**src/rtl/ftaq_pkg.sv**
```systemverilog
// ----------------------------------------------------------------------------
// ftaq_pkg: shared types and constants for the frame-time quality controller
// Widths, register indexes, adjustment codes, Q1.15 constants and the
// fixed-point scaling helpers used by the quality stage.
// ----------------------------------------------------------------------------
package ftaq_pkg;

   localparam int HISTORY_DEPTH_DEFAULT = 120;

   localparam int FRAME_W     = 32;
   localparam int TARGET_W    = 30;
   localparam int LEVEL_W     = 16;
   localparam int KIND_W      = 2;
   localparam int CSR_INDEX_W = 2;
   localparam int CSR_DATA_W  = 30;

   // Dividend bits retired by one divider cell.
   localparam int STEP_BITS = 4;

   localparam logic [CSR_INDEX_W-1:0] CSR_TARGET  = 2'd0;
   localparam logic [CSR_INDEX_W-1:0] CSR_ADAPTIVE = 2'd1;
   localparam logic [CSR_INDEX_W-1:0] CSR_DYN_RES  = 2'd2;

   localparam logic [KIND_W-1:0] KIND_NONE  = 2'd0;
   localparam logic [KIND_W-1:0] KIND_LOWER = 2'd1;
   localparam logic [KIND_W-1:0] KIND_RAISE = 2'd2;

   localparam logic [TARGET_W-1:0] TARGET_RESET = 30'd16666667;

   localparam logic [LEVEL_W-1:0] Q_ONE  = 16'd32768;
   localparam logic [LEVEL_W-1:0] Q_HALF = 16'd16384;
   // Floors of the effect and resolution factors, held as ten times the factor.
   localparam logic [19:0] EFFECT_FLOOR_X10 = 20'd98304;
   localparam logic [19:0] RES_FLOOR_X10    = 20'd229376;

   // floor(x / 100) equals (x * ceil(2^29 / 100)) >> 29 for every x below 2^22,
   // which covers every factor times its percentage.
   localparam int SCALE_SHIFT = 29;
   localparam int SCALE_MUL_W = 30;
   localparam int RECIP_100   = 5368710;
   localparam logic [SCALE_MUL_W-1:0] MUL_95  = SCALE_MUL_W'(95 * RECIP_100);
   localparam logic [SCALE_MUL_W-1:0] MUL_98  = SCALE_MUL_W'(98 * RECIP_100);
   localparam logic [SCALE_MUL_W-1:0] MUL_101 = SCALE_MUL_W'(101 * RECIP_100);
   localparam logic [SCALE_MUL_W-1:0] MUL_102 = SCALE_MUL_W'(102 * RECIP_100);

   typedef struct packed {
      logic [FRAME_W-1:0] frame_ns;
   } req_payload_type;

   typedef struct packed {
      logic [FRAME_W-1:0] avg_frame_ns;
      logic [LEVEL_W-1:0] texture_level;
      logic [LEVEL_W-1:0] effect_level;
      logic [LEVEL_W-1:0] resolution_level;
      logic [KIND_W-1:0]  adjust_kind;
   } rsp_payload_type;

   typedef struct packed {
      logic [TARGET_W-1:0] target_frame_ns;
      logic                adaptive_enable;
      logic                dynamic_resolution_enable;
   } cfg_type;

   function automatic int rem_width(input int depth);
      return $clog2(depth) + 1;
   endfunction

   function automatic int div_width(input int depth);
      int sum_w;
      sum_w = FRAME_W + $clog2(depth);
      return ((sum_w + STEP_BITS - 1) / STEP_BITS) * STEP_BITS;
   endfunction

   // Floored factor times a percentage, as a 17-bit value.
   function automatic logic [LEVEL_W:0] scale_q15(input logic [LEVEL_W-1:0] f,
                                                  input logic [SCALE_MUL_W-1:0] mul);
      logic [LEVEL_W+SCALE_MUL_W-1:0] prod;
      prod = {{SCALE_MUL_W{1'b0}}, f} * {{LEVEL_W{1'b0}}, mul};
      return prod[SCALE_SHIFT+LEVEL_W:SCALE_SHIFT];
   endfunction

   function automatic logic [LEVEL_W-1:0] clamp_q15(input logic [LEVEL_W:0] v);
      return (v > {1'b0, Q_ONE}) ? Q_ONE : v[LEVEL_W-1:0];
   endfunction

endpackage

```
**src/rtl/ftaq_hist_cell.sv**
```systemverilog
// ----------------------------------------------------------------------------
// ftaq_hist_cell: one entry of the frame-time history line
// Holds one frame time and passes it to the next cell on every accepted frame.
// ----------------------------------------------------------------------------
module ftaq_hist_cell (
   input  logic                          clock,
   input  logic                          reset,
   input  logic                          shift_en,
   input  logic [ftaq_pkg::FRAME_W-1:0]  data_in,
   output logic [ftaq_pkg::FRAME_W-1:0]  data_out
);
   import ftaq_pkg::*;

   logic [FRAME_W-1:0] data_ff;
   logic [FRAME_W-1:0] data_in_sel;

   assign data_in_sel = shift_en ? data_in : data_ff;

   always_ff @(posedge clock) begin
      if (reset) begin
         data_ff <= '0;
      end else begin
         data_ff <= data_in_sel;
      end
   end

   assign data_out = data_ff;

endmodule

```
**config.mk**
```make
export PLATFORM = sky130hd
export DESIGN_NAME = ftaq_hist_cell
export DESIGN_NICKNAME = d
export VERILOG_FILES = /design/src/rtl/ftaq_pkg.sv /design/src/rtl/ftaq_hist_cell.sv
export SDC_FILE = /design/constraint.sdc
export NUM_CORES = 1
export LEC_CHECK = 0
export BUFFER_PORTS_ARGS = -buffer_cell sky130_fd_sc_hd__buf_2
export CAP_MARGIN = 5
export CELL_PAD_IN_SITES_DETAIL_PLACEMENT = 1
export CELL_PAD_IN_SITES_GLOBAL_PLACEMENT = 1
export CORE_MARGIN = 2
export CORE_UTILIZATION = 31
export CTS_CLUSTER_SIZE = 25
export DETAILED_ROUTE_END_ITERATION = 16
export PLACE_DENSITY = 0.74
export SYNTH_ARGS = -nofsm -noshare
export SYNTH_HDL_FRONTEND = slang
export SYNTH_SLANG_ARGS = --single-unit
```
**constraint.sdc**
```tcl
create_clock -name clock -period 0.8 [get_ports clock]
set_input_delay 0.12 -clock clock [delete_from_list [all_inputs] [get_ports clock]]
set_output_delay 0.12 -clock clock [all_outputs]
set_load 0.05 [all_outputs]
```
==> reports/qor.txt <==
Core area = 3630 um^2
Slew Limit Fails = 0
Vias = 1012
Post-route ant nets = 0
RSZ-0062 raised after global routing = true
CTS Hold Buffers Added = 0
Hold Path Class = primary input to flip-flop
Max Fclk = 1100 MHz
Flops & latches, synth = 32
Yosys top cell by area = dfxtp_1
Remaining DRCs = 0
Max incr delay on CP = 360 ps
Post-Synthesis Cell Area = 1160 um^2
Die height = 65.3 um
Clock slew at reported path FFs = 70 ps
Shortest period the worst path allows = 911 ps
First-pass GRT wire length = 5290 um
Clk_lat worst skew = 280 ps
Synth area leaders = dfxtp_1, mux2i_1, nor2_1
Final wirelength = 3510 um
Number of vias per cell = 4.52
VDD IR max = 1190 uV
Post-layout util = 55.2%
Asr flop ratio synth = 0%
Layout fillers = 404
Xor/xnor share of the synthesized area = 0%
CTS Root Cell = clkbuf_8
CP bufs+invs = 1
CTS tree = yes
Syn Nets = 138
Diode count = 0
Leading post-synthesis cells by instance count = dfxtp_1, mux2i_1, nor2_1, buf_12, clkbuf_1
CP max FO = 2
Synth Area per Inst = 11.3 um^2
Min-delay src = data_in[16]
Yosys top cell area share = 55.1%
DR iter-0 viols = 9
Clock Sinks = 32
Die Wd = 65.3 um
Worst Setup Start Kind = flip-flop
Final Skew = 0 ps
Pin slew with the least headroom to its limit = 168 ps
Main synth FF type = dfxtp_1
Crit path max-delay family = flip-flops
TNS Setup = -3070 ps
Layout Nets = 210
Switching Share = 28.4%
Count of cell types in the netlist = 6
Crit path capture type = output port
Multi-input gate area = 440 um^2
Pin count of the biggest net entering global routing = 33
Internal Pwr Total = 3060 uW
Slowest CP cell = dfxtp_2
Row count = 22
Storage element area = 681 um^2
Vias in the first global route = 1173
Simple-Gate Fraction of Synth Area = 10.3%
RePlAce Congestion = 0.651
Placed cell count = 213
Crit path kind = flip-flop to output port
CTS Buf Count = 5
Largest family of logic cells by synthesized area = multiplexers
Data arrival, critical path = 790 ps
# H-tree levels = 2
Detail Placement HPWL = 2270 um
Run status = finished, violations left
Port Buffer Count = 66
Overflow after GRT = 0
Final period util = 114%
R2R Path Start = data_out[17]
Mux contribution to synthesized area = 27.5%
Max FFs per register = 32
Leakage = 0.000981 uW
Gr usage total = 16.6%
Setup violators final = 32
Worst Path Required = 680 ps
IO Count = 67
Crit-path cells = buf_8
Power per Cell Area = 2130 nW/um^2
Longest Clk Path Bufs = 2
Post-Layout Cell Count = 224
Logic pwr share = 22.4%
Post-synthesis adder-cell area fraction = 0%
Final hold violations = 0
Drt first pass iters = 2
Synth warn = 0
Syn Inst Count = 103
Initial core utilization = 32.0%
Compound-cell area share of the yosys netlist = 0%
Switch Pwr = 1210 uW
Post-synthesis sequential area ratio = 55.1%
Die ar. = 4260 um^2
Worst slew margin = 88.5%
Failing checks = setup timing
Wire per inst = 15.7 um
Setup crit start = data_out[30]
Reg power frac = 42.1%
Initial antenna violation count = 0
Final WS setup = -111 ps
Layout area overhead = 72.5%
Clock share of power = 35.5%
Share of layout cells above drive strength 1 = 63.6%
# Max-Cap Violations = 0
Number of synthesized flops with an enable pin = 0
[through the flow]
| step | worst slack [ps] | instance area (um^2) | hold WS [ps] | total power [uW] |
|---|---|---|---|---|
| 2_1_floorplan | 83.6 | 1200 | 185 | 2340 |
| 3_5_place_dp | -94.9 | 1570 | 367 | 2560 |
| 4_1_cts | -121 | 1960 | 66.0 | 4260 |
| 5_1_grt | -134 | 2010 | 81.7 | 4440 |
| 3_3_place_gp | -13.0 | 1570 | 353 | 2530 |
| 6_report | -111 | 2010 | 71.6 | 4270 |
[cells by family (layout without fill, tap and decap cells)]
logic type	Yosys count	in the layout
buffers and inverters	7	80
flip-flops	32	32
multiplexers	32	32
AND/OR/NAND/NOR	32	32
[power groups by stage]
stage	Clock (uW)	Combinational (uW)	Sequential, uW
after global routing	1630	1010	1810
after global placement	0	746	1780
after floorplan	0	220	2120
after detailed placement	0	771	1790
after CTS	1550	927	1790
final	1510	956	1800
[cells in the final DEF, fill, tap and decap left out, drive strengths merged]
cell / synthesis / layout
buf: 4 / 72
bufinv: 0 / 1
clkbuf: 3 / 5
clkinv: 0 / 1
clkinvlp: 0 / 1
dfxtp: 32 / 32
mux2i: 32 / 32
nor2: 32 / 32
[cell type report]
cell class | instances | share of cell area, %
clock inverters | 3 | 2.12
clock buffers | 5 | 3.43
flip-flops and latches | 32 | 33.9
well taps | 48 | 2.99
repair buffers | 72 | 35.6
multi-input cells | 64 | 21.9
[path summary, 6_finish.rpt]
path                   to  slack, ps  cells past startpoint
min          data_out[16]         70                      3
min reg2reg   data_out[7]        510                      2
max          data_out[30]       -110                      1
max reg2reg  data_out[17]         40                      3
[per-layer routing]
layer	vias up	share of wire [%]	global-route usage [%]
met2	35	61	33.8
li1	477	-	-
met5	-	0	0
met1	494	33	15.9
met3	6	4.8	3.94
met4	0	1.0	5.47
[repair_timing]
item                       CTS  global route
setup buffers                2             1
setup endpoints to repair   32            33
resized for setup           80            11
pin swaps                    0             1
(Power assumes the default switching activity.)
