**config.mk**
```make
export PLATFORM = sky130hd
export DESIGN_NAME = ftaq_div_cell
export DESIGN_NICKNAME = d
export VERILOG_FILES = /design/src/rtl/ftaq_pkg.sv /design/src/rtl/ftaq_div_cell.sv
export SDC_FILE = /design/constraint.sdc
export NUM_CORES = 1
export LEC_CHECK = 0
export BUFFER_PORTS_ARGS = -buffer_cell sky130_fd_sc_hd__buf_2
export CORE_ASPECT_RATIO = 1.25
export CORE_MARGIN = 4
export CORE_UTILIZATION = 46
export CTS_CLUSTER_SIZE = 20
export DETAILED_ROUTE_END_ITERATION = 10
export PLACE_DENSITY = 0.79
export SLEW_MARGIN = 20
export SYNTH_ARGS = -nofsm -noshare
export SYNTH_HDL_FRONTEND = slang
export SYNTH_SLANG_ARGS = --single-unit
```
**constraint.sdc**
```tcl
create_clock -name clock -period 3.35 [get_ports clock]
set_input_delay 0.5025 -clock clock [delete_from_list [all_inputs] [get_ports clock]]
set_output_delay 0.5025 -clock clock [all_outputs]
set_load 0.1 [all_outputs]
```
**src/rtl/ftaq_pkg.sv**
```systemverilog
// ----------------------------------------------------------------------------
// ftaq_pkg: shared types and constants for the frame-time quality controller
// Widths, register indexes, adjustment codes, Q1.15 constants and the
// fixed-point scaling helpers used by the quality stage.
// ----------------------------------------------------------------------------
package ftaq_pkg;

   localparam int HISTORY_DEPTH_DEFAULT = 120;

   localparam int FRAME_W     = 32;
   localparam int TARGET_W    = 30;
   localparam int LEVEL_W     = 16;
   localparam int KIND_W      = 2;
   localparam int CSR_INDEX_W = 2;
   localparam int CSR_DATA_W  = 30;

   // Dividend bits retired by one divider cell.
   localparam int STEP_BITS = 4;

   localparam logic [CSR_INDEX_W-1:0] CSR_TARGET  = 2'd0;
   localparam logic [CSR_INDEX_W-1:0] CSR_ADAPTIVE = 2'd1;
   localparam logic [CSR_INDEX_W-1:0] CSR_DYN_RES  = 2'd2;

   localparam logic [KIND_W-1:0] KIND_NONE  = 2'd0;
   localparam logic [KIND_W-1:0] KIND_LOWER = 2'd1;
   localparam logic [KIND_W-1:0] KIND_RAISE = 2'd2;

   localparam logic [TARGET_W-1:0] TARGET_RESET = 30'd16666667;

   localparam logic [LEVEL_W-1:0] Q_ONE  = 16'd32768;
   localparam logic [LEVEL_W-1:0] Q_HALF = 16'd16384;
   // Floors of the effect and resolution factors, held as ten times the factor.
   localparam logic [19:0] EFFECT_FLOOR_X10 = 20'd98304;
   localparam logic [19:0] RES_FLOOR_X10    = 20'd229376;

   // floor(x / 100) equals (x * ceil(2^29 / 100)) >> 29 for every x below 2^22,
   // which covers every factor times its percentage.
   localparam int SCALE_SHIFT = 29;
   localparam int SCALE_MUL_W = 30;
   localparam int RECIP_100   = 5368710;
   localparam logic [SCALE_MUL_W-1:0] MUL_95  = SCALE_MUL_W'(95 * RECIP_100);
   localparam logic [SCALE_MUL_W-1:0] MUL_98  = SCALE_MUL_W'(98 * RECIP_100);
   localparam logic [SCALE_MUL_W-1:0] MUL_101 = SCALE_MUL_W'(101 * RECIP_100);
   localparam logic [SCALE_MUL_W-1:0] MUL_102 = SCALE_MUL_W'(102 * RECIP_100);

   typedef struct packed {
      logic [FRAME_W-1:0] frame_ns;
   } req_payload_type;

   typedef struct packed {
      logic [FRAME_W-1:0] avg_frame_ns;
      logic [LEVEL_W-1:0] texture_level;
      logic [LEVEL_W-1:0] effect_level;
      logic [LEVEL_W-1:0] resolution_level;
      logic [KIND_W-1:0]  adjust_kind;
   } rsp_payload_type;

   typedef struct packed {
      logic [TARGET_W-1:0] target_frame_ns;
      logic                adaptive_enable;
      logic                dynamic_resolution_enable;
   } cfg_type;

   function automatic int rem_width(input int depth);
      return $clog2(depth) + 1;
   endfunction

   function automatic int div_width(input int depth);
      int sum_w;
      sum_w = FRAME_W + $clog2(depth);
      return ((sum_w + STEP_BITS - 1) / STEP_BITS) * STEP_BITS;
   endfunction

   // Floored factor times a percentage, as a 17-bit value.
   function automatic logic [LEVEL_W:0] scale_q15(input logic [LEVEL_W-1:0] f,
                                                  input logic [SCALE_MUL_W-1:0] mul);
      logic [LEVEL_W+SCALE_MUL_W-1:0] prod;
      prod = {{SCALE_MUL_W{1'b0}}, f} * {{LEVEL_W{1'b0}}, mul};
      return prod[SCALE_SHIFT+LEVEL_W:SCALE_SHIFT];
   endfunction

   function automatic logic [LEVEL_W-1:0] clamp_q15(input logic [LEVEL_W:0] v);
      return (v > {1'b0, Q_ONE}) ? Q_ONE : v[LEVEL_W-1:0];
   endfunction

endpackage

```
**src/rtl/ftaq_div_cell.sv**
```systemverilog
// ----------------------------------------------------------------------------
// ftaq_div_cell: one cell of the averaging divider chain
// Retires a few dividend bits by restoring division by the history depth and
// hands the partial remainder and the shifted word to the next cell.
// ----------------------------------------------------------------------------
module ftaq_div_cell #(
   parameter int  HISTORY_DEPTH = ftaq_pkg::HISTORY_DEPTH_DEFAULT,
   localparam int REM_W = ftaq_pkg::rem_width(HISTORY_DEPTH),
   localparam int DIV_W = ftaq_pkg::div_width(HISTORY_DEPTH)
) (
   input  logic             clock,
   input  logic             reset,
   input  logic             up_valid,
   output logic             up_ready,
   input  logic [REM_W-1:0] rem_in,
   input  logic [DIV_W-1:0] word_in,
   output logic             down_valid,
   input  logic             down_ready,
   output logic [REM_W-1:0] rem_out,
   output logic [DIV_W-1:0] word_out
);
   import ftaq_pkg::*;

   logic             valid_ff;
   logic             valid_in;
   logic [REM_W-1:0] rem_ff;
   logic [REM_W-1:0] rem_next;
   logic [DIV_W-1:0] word_ff;
   logic [DIV_W-1:0] word_next;
   logic             load;

   // The word shifts the dividend out at the top and the quotient in at the
   // bottom, so after the last cell it holds the quotient alone.
   always_comb begin
      logic [REM_W-1:0] r;
      logic [DIV_W-1:0] w;
      r = rem_in;
      w = word_in;
      for (int b = 0; b < STEP_BITS; b++) begin
         r = {r[REM_W-2:0], w[DIV_W-1]};
         w = {w[DIV_W-2:0], 1'b0};
         if (r >= REM_W'(HISTORY_DEPTH)) begin
            r    = r - REM_W'(HISTORY_DEPTH);
            w[0] = 1'b1;
         end
      end
      rem_next  = r;
      word_next = w;
   end

   assign up_ready = !valid_ff || down_ready;
   assign load     = up_valid && up_ready;
   assign valid_in = up_ready ? up_valid : valid_ff;

   always_ff @(posedge clock) begin
      if (reset) begin
         valid_ff <= 1'b0;
      end else begin
         valid_ff <= valid_in;
      end
   end

   always_ff @(posedge clock) begin
      if (load) begin
         rem_ff  <= rem_next;
         word_ff <= word_next;
      end
   end

   assign down_valid = valid_ff;
   assign rem_out    = rem_ff;
   assign word_out   = word_ff;

endmodule

```
==> impl_metrics.csv <==
group,metric,value,unit
outcome,status,"finished clean",
logic_synthesis,ys_ff_latch,49,
worst_setup_path,arrival,2840,ps
final_layout,drive_above_1_share,50.8,%
worst_setup_path,worstSetupStartpointType,"input pin",
hold_path,hp-class,"input pin to flop",
logic_synthesis,synth_commonest_cells,"48 x edfxtp_1, 8 x nand2_1, 6 x nand2b_1",
die,dieArea,0.00592,mm²
sta,skew,4.32,ps
die,fp.dieW,69.6,µm
job,cap_violations,0,
worst_setup_path,path_cells,"buf_2 > ha_1 > o22ai_1 > xor2_1 > o32ai_1 > buf_4 > a2111oi_2 > a31oi_1 > or3b_1 > and2_1",
hold_path,worstHoldStart,"reset",
placement,dpl.cell_count,296,
final_layout,num_antenna_cells,0,
final_layout,nets,301,
sta,drv_slew,0,
sta,worst_pin_slew,1040,ps
die,io-pin-count,102,
logic_synthesis,yosysWarnings,0,
worst_setup_path,r2r_start,"down_valid$_SDFFE_PP0N_",
sta,rsz0062_at_grt,"false",
cts,ctsResizeCount,0,
worst_setup_path,r2r-end,"rem_out[0]$_DFFE_PP_",
sta,tns,0,ps
cts,cts_buffers,5,
power_and_ir_drop,ir_worst_vdd,251,µV
logic_synthesis,synth-edff-count,48,
cts,cts_sinks,49,
power_and_ir_drop,powerDensity,559,mW/mm²
logic_synthesis,netlist_instances,140,
worst_setup_path,reg2reg_depth,2,
logic_synthesis,synth_area,0.00218,mm²
logic_synthesis,ys_types,50,
hold_path,min_path_cells,2,
die,die_h,85.0,µm
placement,io_buffers,100,
grt,grt_pass1_vias,1420,
power_and_ir_drop,power_leakage,1.20,nW
cts,cts.clk_slew.worst_paths,80,ps
detailed_routing,finalWirelength,4.69,mm
detailed_routing,firstDrtPassIters,4,
final_layout,final_cell_count_no_fill,304,
die,core_area,0.00449,mm²
detailed_routing,avgViaCountPerCell,5.04,
detailed_routing,drc_errors,0,
cts,cts_tree,"yes",
logic_synthesis,async_flop_share,0,%
sta,hold_viol,0,
cts,clk_path_buf_depth,2,
worst_setup_path,end_kind,"flop",
logic_synthesis,yosysTopAreaCell,"edfxtp_1",
logic_synthesis,synth_fp_nets,196,
worst_setup_path,cp.required,3400,ps
worst_setup_path,slowest_stage,"or3b_1",
worst_setup_path,startpoint,"rem_in[2]",
detailed_routing,vias,1533,
cts,cts_post_setup_buffers_inserted,0,
grt,antenna_found_initial,0,
sta,slew_headroom,30.6,%
detailed_routing,routedWlPerCell,15.4,µm
cts,cts-root-buf,"clkbuf_8",
cts,htreeDepth,2,
final_layout,syn2layout_area_growth,29.1,%
worst_setup_path,slowest_delay,390,ps
cts,cts_hold_buf,0,
placement,dp_hpwl,3.67,mm
sta,fin_crit_sh,83.4,%
die,core.rowCount,27,
logic_synthesis,synth_flop_cell,"edfxtp_1",
worst_setup_path,worstSetupPathType,"input pin to flop",
worst_setup_path,crit_fanout,10,
die,initial_core_util,48.6,%
sta,clock.fmax,358,MHz
sta,finalSetupViolCount,0,
placement,place_congestion,0.834,
logic_synthesis,synth.most_common_cell,"edfxtp_1",
logic_synthesis,syn_avg_cell_area,15.6,µm²
detailed_routing,drt-initial-drc-count,68,
sta,whs,359,ps
grt,grt_max_degree,49,
logic_synthesis,yosysTopAreaCellShare,66.1,%
worst_setup_path,reg2reg_slack,1690,ps
logic_synthesis,ys_top_cells_by_area,"edfxtp_1 66%, ha_1 2.3%, a31oi_4 1.9%",
sta,period_minus_slack,2790,ps
grt,overflow,0,
cts,worstSkewPairLatency,280,ps
detailed_routing,antenna_left,0,
grt,track_usage,16.0,%
worst_setup_path,endpoint,"rem_out[3]$_DFFE_PP_",
final_layout,post-route-util,62.7,%
logic_synthesis,ys_seq_area_share,67.0,%
grt,grt_pass1_wl,7.37,mm
[flip-flops by register name (all words and copies together) (netlist names)]
register    flops
word_out       40
rem_out         8
down_valid      1
[logic make-up (layout without fill, tap and decap cells)]
group | Yosys count | after routing | synth area share, %
xor+xnor | 3 | 3 | 1.20
compound gates | 33 | 33 | 13.5
flops | 49 | 49 | 67.0
simple gates | 35 | 35 | 9.40
fa+ha+maj | 4 | 4 | 2.29
buf+inv | 9 | 115 | 2.58
mux | 7 | 7 | 4.07
[cell type report]
cell class / count / area [µm²]
Clock inverter: 2 / 10.0
Fill cell: 336 / 1680
Clock buffer: 6 / 72.6
Timing Repair Buffer: 102 / 515
Tap cell: 58 / 72.6
Multi-Input combinational cell: 82 / 666
Inverter: 5 / 18.8
Sequential cell: 49 / 1460
[how the worst min path moves through the flow]
stage | slack [ps] | to
detailed placement | 510 | down_valid$_SDFFE_PP0N_
CTS | 350 | down_valid$_SDFFE_PP0N_
finish | 360 | down_valid$_SDFFE_PP0N_
global route | 340 | down_valid$_SDFFE_PP0N_
floorplan | 570 | down_valid$_SDFFE_PP0N_
global placement | 490 | down_valid$_SDFFE_PP0N_
[power by group]
part	switching, W	internal [W]	leakage [nW]	total (W)
Combinational	0.000417	0.000110	0.683	0.000527
Clock	0.000167	0.000145	0.0450	0.000312
Sequential	0.00000928	0.000726	0.473	0.000735
[critical path: cells and delay by family]
family          cells  cell delay (ps)
xor+xnor            1              180
compound gates      4              950
buf+inv             2              330
simple gates        2              530
fa+ha+maj           1              350
[layer usage]
metal / vias up / GRT usage (%) / routed length (µm)
met5: - / 0 / 0
met4: 0 / 4.44 / 34
met3: 4 / 5.81 / 499
met2: 78 / 26.2 / 2170
met1: 699 / 20.0 / 2000
li1: 752 / - / -
[metrics by stage]
stage / instance area (µm²) / power [W] / worst slack (ps)
3_5_place_dp: 2730 / 0.00128 / 273
4_1_cts: 2820 / 0.00159 / 581
3_3_place_gp: 2730 / 0.00127 / 311
6_report: 2820 / 0.00157 / 558
2_1_floorplan: 2180 / 0.00118 / 107
5_1_grt: 2820 / 0.00165 / 357
[cells in the final DEF, fill, tap and decap left out, types with 3 or more instances in the layout]
cell type and instances:
clkbuf_8 5, nand3_1 5, nand2_1 8, a21o_1 3, ha_1 4, nand2b_1 6, mux2i_1 3, buf_2 100
edfxtp_1 48, inv_1 5, a21oi_1 5
No activity file was read; power rests on OpenSTA's default activity.
