===== config.mk =====
export PLATFORM = sky130hd
export DESIGN_NAME = ftaq_quality_flat
export DESIGN_NICKNAME = d
export VERILOG_FILES = /design/src/rtl/ftaq_pkg.sv /design/src/rtl/ftaq_if.sv /design/src/rtl/ftaq_quality.sv /design/src/flat_wrapper.sv
export SDC_FILE = /design/constraint.sdc
export NUM_CORES = 2
export LEC_CHECK = 0
export ABC_CLOCK_PERIOD_IN_PS = 22500
export BUFFER_PORTS_ARGS = -buffer_cell sky130_fd_sc_hd__clkbuf_2
export CAP_MARGIN = 20
export CORE_AREA = 2 2 338 340
export CTS_BUF_LIST = sky130_fd_sc_hd__clkbuf_8
export DETAILED_ROUTE_END_ITERATION = 8
export DIE_AREA = 0 0 340 342
export HOLD_SLACK_MARGIN = 0.05
export SYNTH_ARGS = -nofsm -noshare
export SYNTH_HDL_FRONTEND = slang
export SYNTH_SLANG_ARGS = --single-unit

===== constraint.sdc =====
create_clock -name clock -period 22.5 [get_ports clock]
set_input_delay 0 -clock clock [delete_from_list [all_inputs] [get_ports clock]]
set_output_delay 0 -clock clock [all_outputs]
set_load 0.02 [all_outputs]

===== src/rtl/ftaq_pkg.sv =====
// ----------------------------------------------------------------------------
// ftaq_pkg: shared types and constants for the frame-time quality controller
// Widths, register indexes, adjustment codes, Q1.15 constants and the
// fixed-point scaling helpers used by the quality stage.
// ----------------------------------------------------------------------------
package ftaq_pkg;

   localparam int HISTORY_DEPTH_DEFAULT = 120;

   localparam int FRAME_W     = 32;
   localparam int TARGET_W    = 30;
   localparam int LEVEL_W     = 16;
   localparam int KIND_W      = 2;
   localparam int CSR_INDEX_W = 2;
   localparam int CSR_DATA_W  = 30;

   // Dividend bits retired by one divider cell.
   localparam int STEP_BITS = 4;

   localparam logic [CSR_INDEX_W-1:0] CSR_TARGET  = 2'd0;
   localparam logic [CSR_INDEX_W-1:0] CSR_ADAPTIVE = 2'd1;
   localparam logic [CSR_INDEX_W-1:0] CSR_DYN_RES  = 2'd2;

   localparam logic [KIND_W-1:0] KIND_NONE  = 2'd0;
   localparam logic [KIND_W-1:0] KIND_LOWER = 2'd1;
   localparam logic [KIND_W-1:0] KIND_RAISE = 2'd2;

   localparam logic [TARGET_W-1:0] TARGET_RESET = 30'd16666667;

   localparam logic [LEVEL_W-1:0] Q_ONE  = 16'd32768;
   localparam logic [LEVEL_W-1:0] Q_HALF = 16'd16384;
   // Floors of the effect and resolution factors, held as ten times the factor.
   localparam logic [19:0] EFFECT_FLOOR_X10 = 20'd98304;
   localparam logic [19:0] RES_FLOOR_X10    = 20'd229376;

   // floor(x / 100) equals (x * ceil(2^29 / 100)) >> 29 for every x below 2^22,
   // which covers every factor times its percentage.
   localparam int SCALE_SHIFT = 29;
   localparam int SCALE_MUL_W = 30;
   localparam int RECIP_100   = 5368710;
   localparam logic [SCALE_MUL_W-1:0] MUL_95  = SCALE_MUL_W'(95 * RECIP_100);
   localparam logic [SCALE_MUL_W-1:0] MUL_98  = SCALE_MUL_W'(98 * RECIP_100);
   localparam logic [SCALE_MUL_W-1:0] MUL_101 = SCALE_MUL_W'(101 * RECIP_100);
   localparam logic [SCALE_MUL_W-1:0] MUL_102 = SCALE_MUL_W'(102 * RECIP_100);

   typedef struct packed {
      logic [FRAME_W-1:0] frame_ns;
   } req_payload_type;

   typedef struct packed {
      logic [FRAME_W-1:0] avg_frame_ns;
      logic [LEVEL_W-1:0] texture_level;
      logic [LEVEL_W-1:0] effect_level;
      logic [LEVEL_W-1:0] resolution_level;
      logic [KIND_W-1:0]  adjust_kind;
   } rsp_payload_type;

   typedef struct packed {
      logic [TARGET_W-1:0] target_frame_ns;
      logic                adaptive_enable;
      logic                dynamic_resolution_enable;
   } cfg_type;

   function automatic int rem_width(input int depth);
      return $clog2(depth) + 1;
   endfunction

   function automatic int div_width(input int depth);
      int sum_w;
      sum_w = FRAME_W + $clog2(depth);
      return ((sum_w + STEP_BITS - 1) / STEP_BITS) * STEP_BITS;
   endfunction

   // Floored factor times a percentage, as a 17-bit value.
   function automatic logic [LEVEL_W:0] scale_q15(input logic [LEVEL_W-1:0] f,
                                                  input logic [SCALE_MUL_W-1:0] mul);
      logic [LEVEL_W+SCALE_MUL_W-1:0] prod;
      prod = {{SCALE_MUL_W{1'b0}}, f} * {{LEVEL_W{1'b0}}, mul};
      return prod[SCALE_SHIFT+LEVEL_W:SCALE_SHIFT];
   endfunction

   function automatic logic [LEVEL_W-1:0] clamp_q15(input logic [LEVEL_W:0] v);
      return (v > {1'b0, Q_ONE}) ? Q_ONE : v[LEVEL_W-1:0];
   endfunction

endpackage


===== src/rtl/ftaq_if.sv =====


interface ftaq_rsp_if;
   import ftaq_pkg::*;

   logic            valid;
   logic            ready;
   rsp_payload_type payload;

   modport source (output valid, output payload, input ready);
   modport sink   (input valid, input payload, output ready);
endinterface


===== src/rtl/ftaq_quality.sv =====
// ----------------------------------------------------------------------------
// ftaq_quality: band decision and quality factor update
// Compares the average with the target, then lowers or raises the texture,
// effect and resolution factors and registers the response.
// ----------------------------------------------------------------------------
module ftaq_quality (
   input  logic                         clock,
   input  logic                         reset,
   input  ftaq_pkg::cfg_type            cfg,
   input  logic                         up_valid,
   output logic                         up_ready,
   input  logic [ftaq_pkg::FRAME_W-1:0] avg_in,
   ftaq_rsp_if.source                   rsp_bus
);
   import ftaq_pkg::*;

   logic [FRAME_W+3:0]  avg_x10;
   logic [FRAME_W+3:0]  tgt_x11;
   logic [FRAME_W+3:0]  tgt_x9;
   logic [KIND_W-1:0]   kind_next;

   logic                band_valid_ff;
   logic                band_valid_in;
   logic [FRAME_W-1:0]  band_avg_ff;
   logic [KIND_W-1:0]   band_kind_ff;
   logic                band_load;

   logic                out_ready;
   logic                fire;

   logic [LEVEL_W-1:0]  tex_ff;
   logic [LEVEL_W-1:0]  tex_in;
   logic [LEVEL_W-1:0]  eff_ff;
   logic [LEVEL_W-1:0]  eff_in;
   logic [LEVEL_W-1:0]  res_ff;
   logic [LEVEL_W-1:0]  res_in;
   logic [19:0]         eff_x10;
   logic [19:0]         res_x10;

   logic                rsp_valid_ff;
   logic                rsp_valid_in;
   rsp_payload_type     rsp_payload_ff;
   rsp_payload_type     rsp_payload_in;

   // Band tests in integer form: lower above 110 % of target, raise below 90 %.
   assign avg_x10 = {1'b0, avg_in, 3'b000} + {3'b000, avg_in, 1'b0};
   assign tgt_x11 = (FRAME_W+4)'(cfg.target_frame_ns) * (FRAME_W+4)'(11);
   assign tgt_x9  = (FRAME_W+4)'(cfg.target_frame_ns) * (FRAME_W+4)'(9);

   always_comb begin
      kind_next = KIND_NONE;
      if (cfg.adaptive_enable) begin
         if (avg_x10 > tgt_x11) begin
            kind_next = KIND_LOWER;
         end else if (avg_x10 < tgt_x9) begin
            kind_next = KIND_RAISE;
         end
      end
   end

   assign out_ready     = !rsp_valid_ff || rsp_bus.ready;
   assign up_ready      = !band_valid_ff || out_ready;
   assign band_load     = up_valid && up_ready;
   assign band_valid_in = up_ready ? up_valid : band_valid_ff;
   assign fire          = band_valid_ff && out_ready;

   always_ff @(posedge clock) begin
      if (band_load) begin
         band_avg_ff  <= avg_in;
         band_kind_ff <= kind_next;
      end
   end

   assign eff_x10 = {1'b0, eff_ff, 3'b000} + {3'b000, eff_ff, 1'b0};
   assign res_x10 = {1'b0, res_ff, 3'b000} + {3'b000, res_ff, 1'b0};

   // Factors move only as a transfer leaves the band stage, one item at a time.
   always_comb begin
      tex_in = tex_ff;
      eff_in = eff_ff;
      res_in = res_ff;
      if (fire) begin
         case (band_kind_ff)
            KIND_LOWER: begin
               if (tex_ff > Q_HALF) begin
                  tex_in = LEVEL_W'(scale_q15(tex_ff, MUL_95));
               end
               if (eff_x10 > EFFECT_FLOOR_X10) begin
                  eff_in = LEVEL_W'(scale_q15(eff_ff, MUL_95));
               end
               if (cfg.dynamic_resolution_enable && (res_x10 > RES_FLOOR_X10)) begin
                  res_in = LEVEL_W'(scale_q15(res_ff, MUL_98));
               end
            end
            KIND_RAISE: begin
               if (tex_ff < Q_ONE) begin
                  tex_in = clamp_q15(scale_q15(tex_ff, MUL_102));
               end
               if (eff_ff < Q_ONE) begin
                  eff_in = clamp_q15(scale_q15(eff_ff, MUL_102));
               end
               if (cfg.dynamic_resolution_enable && (res_ff < Q_ONE)) begin
                  res_in = clamp_q15(scale_q15(res_ff, MUL_101));
               end
            end
            default: begin
            end
         endcase
      end
   end

   always_comb begin
      rsp_payload_in.avg_frame_ns     = band_avg_ff;
      rsp_payload_in.texture_level    = tex_in;
      rsp_payload_in.effect_level     = eff_in;
      rsp_payload_in.resolution_level = res_in;
      rsp_payload_in.adjust_kind      = band_kind_ff;
      rsp_valid_in = fire ? 1'b1 : (rsp_bus.ready ? 1'b0 : rsp_valid_ff);
   end

   always_ff @(posedge clock) begin
      if (reset) begin
         band_valid_ff <= 1'b0;
         rsp_valid_ff  <= 1'b0;
         tex_ff        <= Q_ONE;
         eff_ff        <= Q_ONE;
         res_ff        <= Q_ONE;
      end else begin
         band_valid_ff <= band_valid_in;
         rsp_valid_ff  <= rsp_valid_in;
         tex_ff        <= tex_in;
         eff_ff        <= eff_in;
         res_ff        <= res_in;
      end
   end

   always_ff @(posedge clock) begin
      if (fire) begin
         rsp_payload_ff <= rsp_payload_in;
      end
   end

   assign rsp_bus.valid   = rsp_valid_ff;
   assign rsp_bus.payload = rsp_payload_ff;

endmodule


===== src/flat_wrapper.sv =====
// flat-port wrapper written by rule: the top's interface ports become plain ports
module ftaq_quality_flat import ftaq_pkg::*;
  (clock, reset, cfg, up_valid, up_ready, avg_in, rsp_bus_valid, rsp_bus_payload, rsp_bus_ready);
  ftaq_rsp_if rsp_bus_i ();
  input  logic clock;
  input  logic reset;
  input  ftaq_pkg::cfg_type cfg;
  input  logic up_valid;
  output logic up_ready;
  input  logic [ftaq_pkg::FRAME_W-1:0] avg_in;
  output wire logic [$bits(rsp_bus_i.valid)-1:0] rsp_bus_valid;
  output wire logic [$bits(rsp_bus_i.payload)-1:0] rsp_bus_payload;
  input wire logic [$bits(rsp_bus_i.ready)-1:0] rsp_bus_ready;
  assign rsp_bus_valid = rsp_bus_i.valid;
  assign rsp_bus_payload = rsp_bus_i.payload;
  assign rsp_bus_i.ready = rsp_bus_ready;
  ftaq_quality u_core (.clock(clock), .reset(reset), .cfg(cfg), .up_valid(up_valid), .up_ready(up_ready), .avg_in(avg_in), .rsp_bus(rsp_bus_i));
endmodule

==> flow_summary.yaml <==
power_and_ir_drop:
  ir_drop_mv: 0.0494
  p_sw_w: 0.00109
  p_sw_share_pct: 50.9
  total_leakage_power_nw: 30.0
  power_per_cell_area_nw_per_um2: 39.0
  comb_power_share_pct: 72.1
  pwr-share-clk_pct: 11.0
  p_int_w: 0.00105
  p_seq_share_pct: 16.9
global_routing:
  use_met2_pct: 42.8
  antenna_found_initial: 4
  use_met1_pct: 36.9
  grt_pass1_vias: 40500
  grt_max_degree: 49
  met3_usage_pct: 4.11
  grt_pass1_wl_um: 236000
  top_usage_layer: "met2"
  grt_usage_pct: 26.4
  overflow: 0
critical_path:
  path_cells: "fa_1 -> inv_1 -> fa_1 -> inv_1 -> fa_1 -> fa_1 -> fa_1 -> inv_1 -> fa_1 -> inv_1 -> ha_1 -> a21oi_1 -> nor2_1 -> a211oi_1 -> a2bb2oi_1 -> o221ai_1 -> a41o_1 -> xnor2_1 -> or3b_1 -> a2111o_1 -> nor4_4 -> o21ai_2 -> o21ai_0"
  required_ps: 22880
  cp-start-kind: "flip-flop"
  max_stage_delay_ps: 1070
  critical-path-slowest-cell: "dfxtp_1"
  crit_start: "u_core.res_ff[13]"
  worst_setup_path_end_kind: "flip-flop"
  critPathMostFrequentCell: "fa_1"
  critPathBufInv: 4
  worstPathMaxFanout: 18
  setup.worst_path.class: "reg -> reg"
  r2r-start: "u_core.res_ff[13]"
  critPathArrivalTime_ps: 8990
  crit_family: "adder cells"
sta:
  finalHoldViolCount: 0
  period_needed_ps: 8610
  timing.fmax_mhz: 116
  finalSetupViolCount: 0
  worstMarginPinSlew_ps: 1110
  slew_headroom_pct: 25.7
  clock_skew_ps: 35.5
  slew_violations: 0
  setup_tns_ps: 0
  min_period_over_period_pct: 38.3
  rsz0062_at_grt: "false"
route:
  wirelength_um: 149000
  ant_nets: 0
  drt_iter0_markers: 2758
  vias: 38400
  first_pass_iters: 6
  via_per_inst: 5.45
  post_drt_wl_per_cell_um: 21.2
  drc: 0
floorplanning:
  die_h_um: 342
  chipWidth_um: 340
  die_area_sq_um: 116000
  row_count: 124
  start_util_pct: 45.5
  coreArea_sq_um: 113000
  io_pins: 152
place:
  gp_congestion: 0.967
  placed_area_sq_um: 54200
  dp_hpwl_um: 129000
  port_buffers: 151
yosys:
  netlist.area_leader.share_pct: 32.8
  synth_cells: 5296
  synth_fp_nets: 7279
  ys_seq_area_share_pct: 8.72
  syn_area_per_cell_sq_um: 9.71
  ys.flop_type: "edfxtp_1"
  synth_edf_count: 116
  synth_seq_cells: 166
  synthesis.area_sq_um: 51400
  synth_area_leaders: "fa_1, ha_1, inv_1"
  synth.distinct_cells: 90
  synth_async_sr_flop_share_pct: 0
  synth_top_area_cell: "fa_1"
  yosysWarnings: 0
finish:
  final_util_pct: 48.6
  regArea_sq_um: 4490
  final_area_sq_um: 55000
  fin_nets: 7494
  drive_gt1_share_pct: 5.12
  fillers: 10700
  multiInputGateArea_sq_um: 41800
  areaGrowthSynthToFinish_pct: 6.97
clock_tree:
  cts_max_level: 4
  root_buffer: "clkbuf_8"
  clk_pin_slew_worst_paths_ps: 110
  clk_latency_ps: 560
  cts_buffer_depth: 2
  post_cts_buffers: 0
  cts_buffers: 17
  cts_resized: 0
  clock_sinks: 166
  cts_tree: "yes"
flow_run:
  drv_cap: 0
min_path:
  hold_class: "in -> reg"
  worstHoldStart: "cfg[0]"
status:
  status: "complete, no violations"
kinds of logic after synthesis:
| kind of cell | after synthesis | share of synthesized area (%) |
|---|---|---|
| adders and majority gates | 1915 | 58.9 |
| buffers and inverters | 1361 | 9.97 |
| AOI/OAI and AO/OA | 882 | 11.5 |
| and+or+nand+nor | 788 | 7.79 |
| xor gates and xnor gates | 170 | 2.89 |
| DFF | 166 | 8.72 |
| muxes | 14 | 0.272 |
stage by stage:
stage | std cells | worst slack [ps] | total power (W) | hold slack [ps]
after floorplan | 5296 | 15450 | 0.00147 | 98.9
after global placement | 6964 | 14020 | 0.00188 | 218
after detailed placement | 6964 | 14030 | 0.00189 | 235
after CTS | 7035 | 13980 | 0.00215 | 73.4
after global routing | 7037 | 13570 | 0.00238 | 137
final | 7037 | 13890 | 0.00214 | 167
sequential cells by signal, summed over array words and instances, names as in the netlist:
name and count:
u_core.tex_ff 16, u_core.band_valid_ff 1, u_core.rsp_bus.payload 82, u_core.res_ff 16, u_core.rsp_bus.valid 1, u_core.eff_ff 16
u_core.band_avg_ff 32, u_core.band_kind_ff 2
area by class of cell:
cell class / instances / area share (%)
tap: 1512 / 3.44
inverter: 1331 / 9.08
timing repair buffer: 226 / 2.61
clock inverter: 14 / 0.237
multi-input combinational: 3769 / 76.0
sequential: 166 / 8.15
antenna: 1 / 0.00455
clock buffer: 18 / 0.450
cell usage after synthesis, types with 14 or more instances:
cell type  instances
a211oi_1          34
a21o_1           143
a21oi_1          235
a22oi_1           14
a31oi_1           26
and2_1            37
and3_1            22
and4_1            14
clkbuf_1          26
dfxtp_1           50
edfxtp_1         116
fa_1             843
ha_1            1072
inv_1           1328
mux2i_1           14
nand2_1          179
nand2b_1          36
nand3_1           76
nand4_1           42
nor2_1           169
nor2b_1           30
nor3_1            75
o211ai_1          27
o21a_1            41
o21ai_0          137
o21bai_1          21
o31ai_1           21
or2_2             32
or3_1             30
xnor2_1           93
xor2_1            77
repair_timing:
item                                    CTS  global route
endpoints found under the setup margin    0             0
hold endpoints to repair                 49             0
hold buffers                             39             0
placed cells by master, fill, tap and decap left out, types with 75 or more instances in the layout:
cell type and instances:
inv_1 1328, nand3_1 76, nand2_1 179, a21oi_1 235, o21ai_0 137, xnor2_1 93, nor2_1 168, fa_1 843
ha_1 1072, a21o_1 143, edfxtp_1 116, xor2_1 77, clkbuf_2 151, nor3_1 75
power groups by stage:
stage | logic (W) | clock network, W | registers, W
2_1_floorplan | 0.00110 | 0 | 0.000373
3_3_place_gp | 0.00151 | 0 | 0.000368
3_5_place_dp | 0.00152 | 0 | 0.000368
4_1_cts | 0.00155 | 0.000241 | 0.000361
5_1_grt | 0.00176 | 0.000250 | 0.000363
6_report | 0.00155 | 0.000236 | 0.000361
worst min-delay path: stages:
cell and delay [ps]:
clkbuf_2 160, a31oi_1 170, o22ai_1 170
worst paths after layout:
| path | end | slack (ps) | cells past startpoint |
|---|---|---|---|
| worst min register to register | u_core.rsp_bus.payload[58] | 420 | 0 |
| worst max-delay path | u_core.rsp_bus.payload[4] | 13890 | 23 |
| worst min-delay path | u_core.rsp_bus.payload[17] | 170 | 3 |
| worst max register to register | u_core.rsp_bus.payload[4] | 13890 | 23 |
routing by layer:
| layer | vias up | wire length, um |
|---|---|---|
| li1 | 17900 | - |
| met1 | 19000 | 67000 |
| met2 | 1222 | 68500 |
| met3 | 215 | 10100 |
| met4 | 2 | 3820 |
| met5 | - | 12 |
Power figures use the tool's default switching activity.
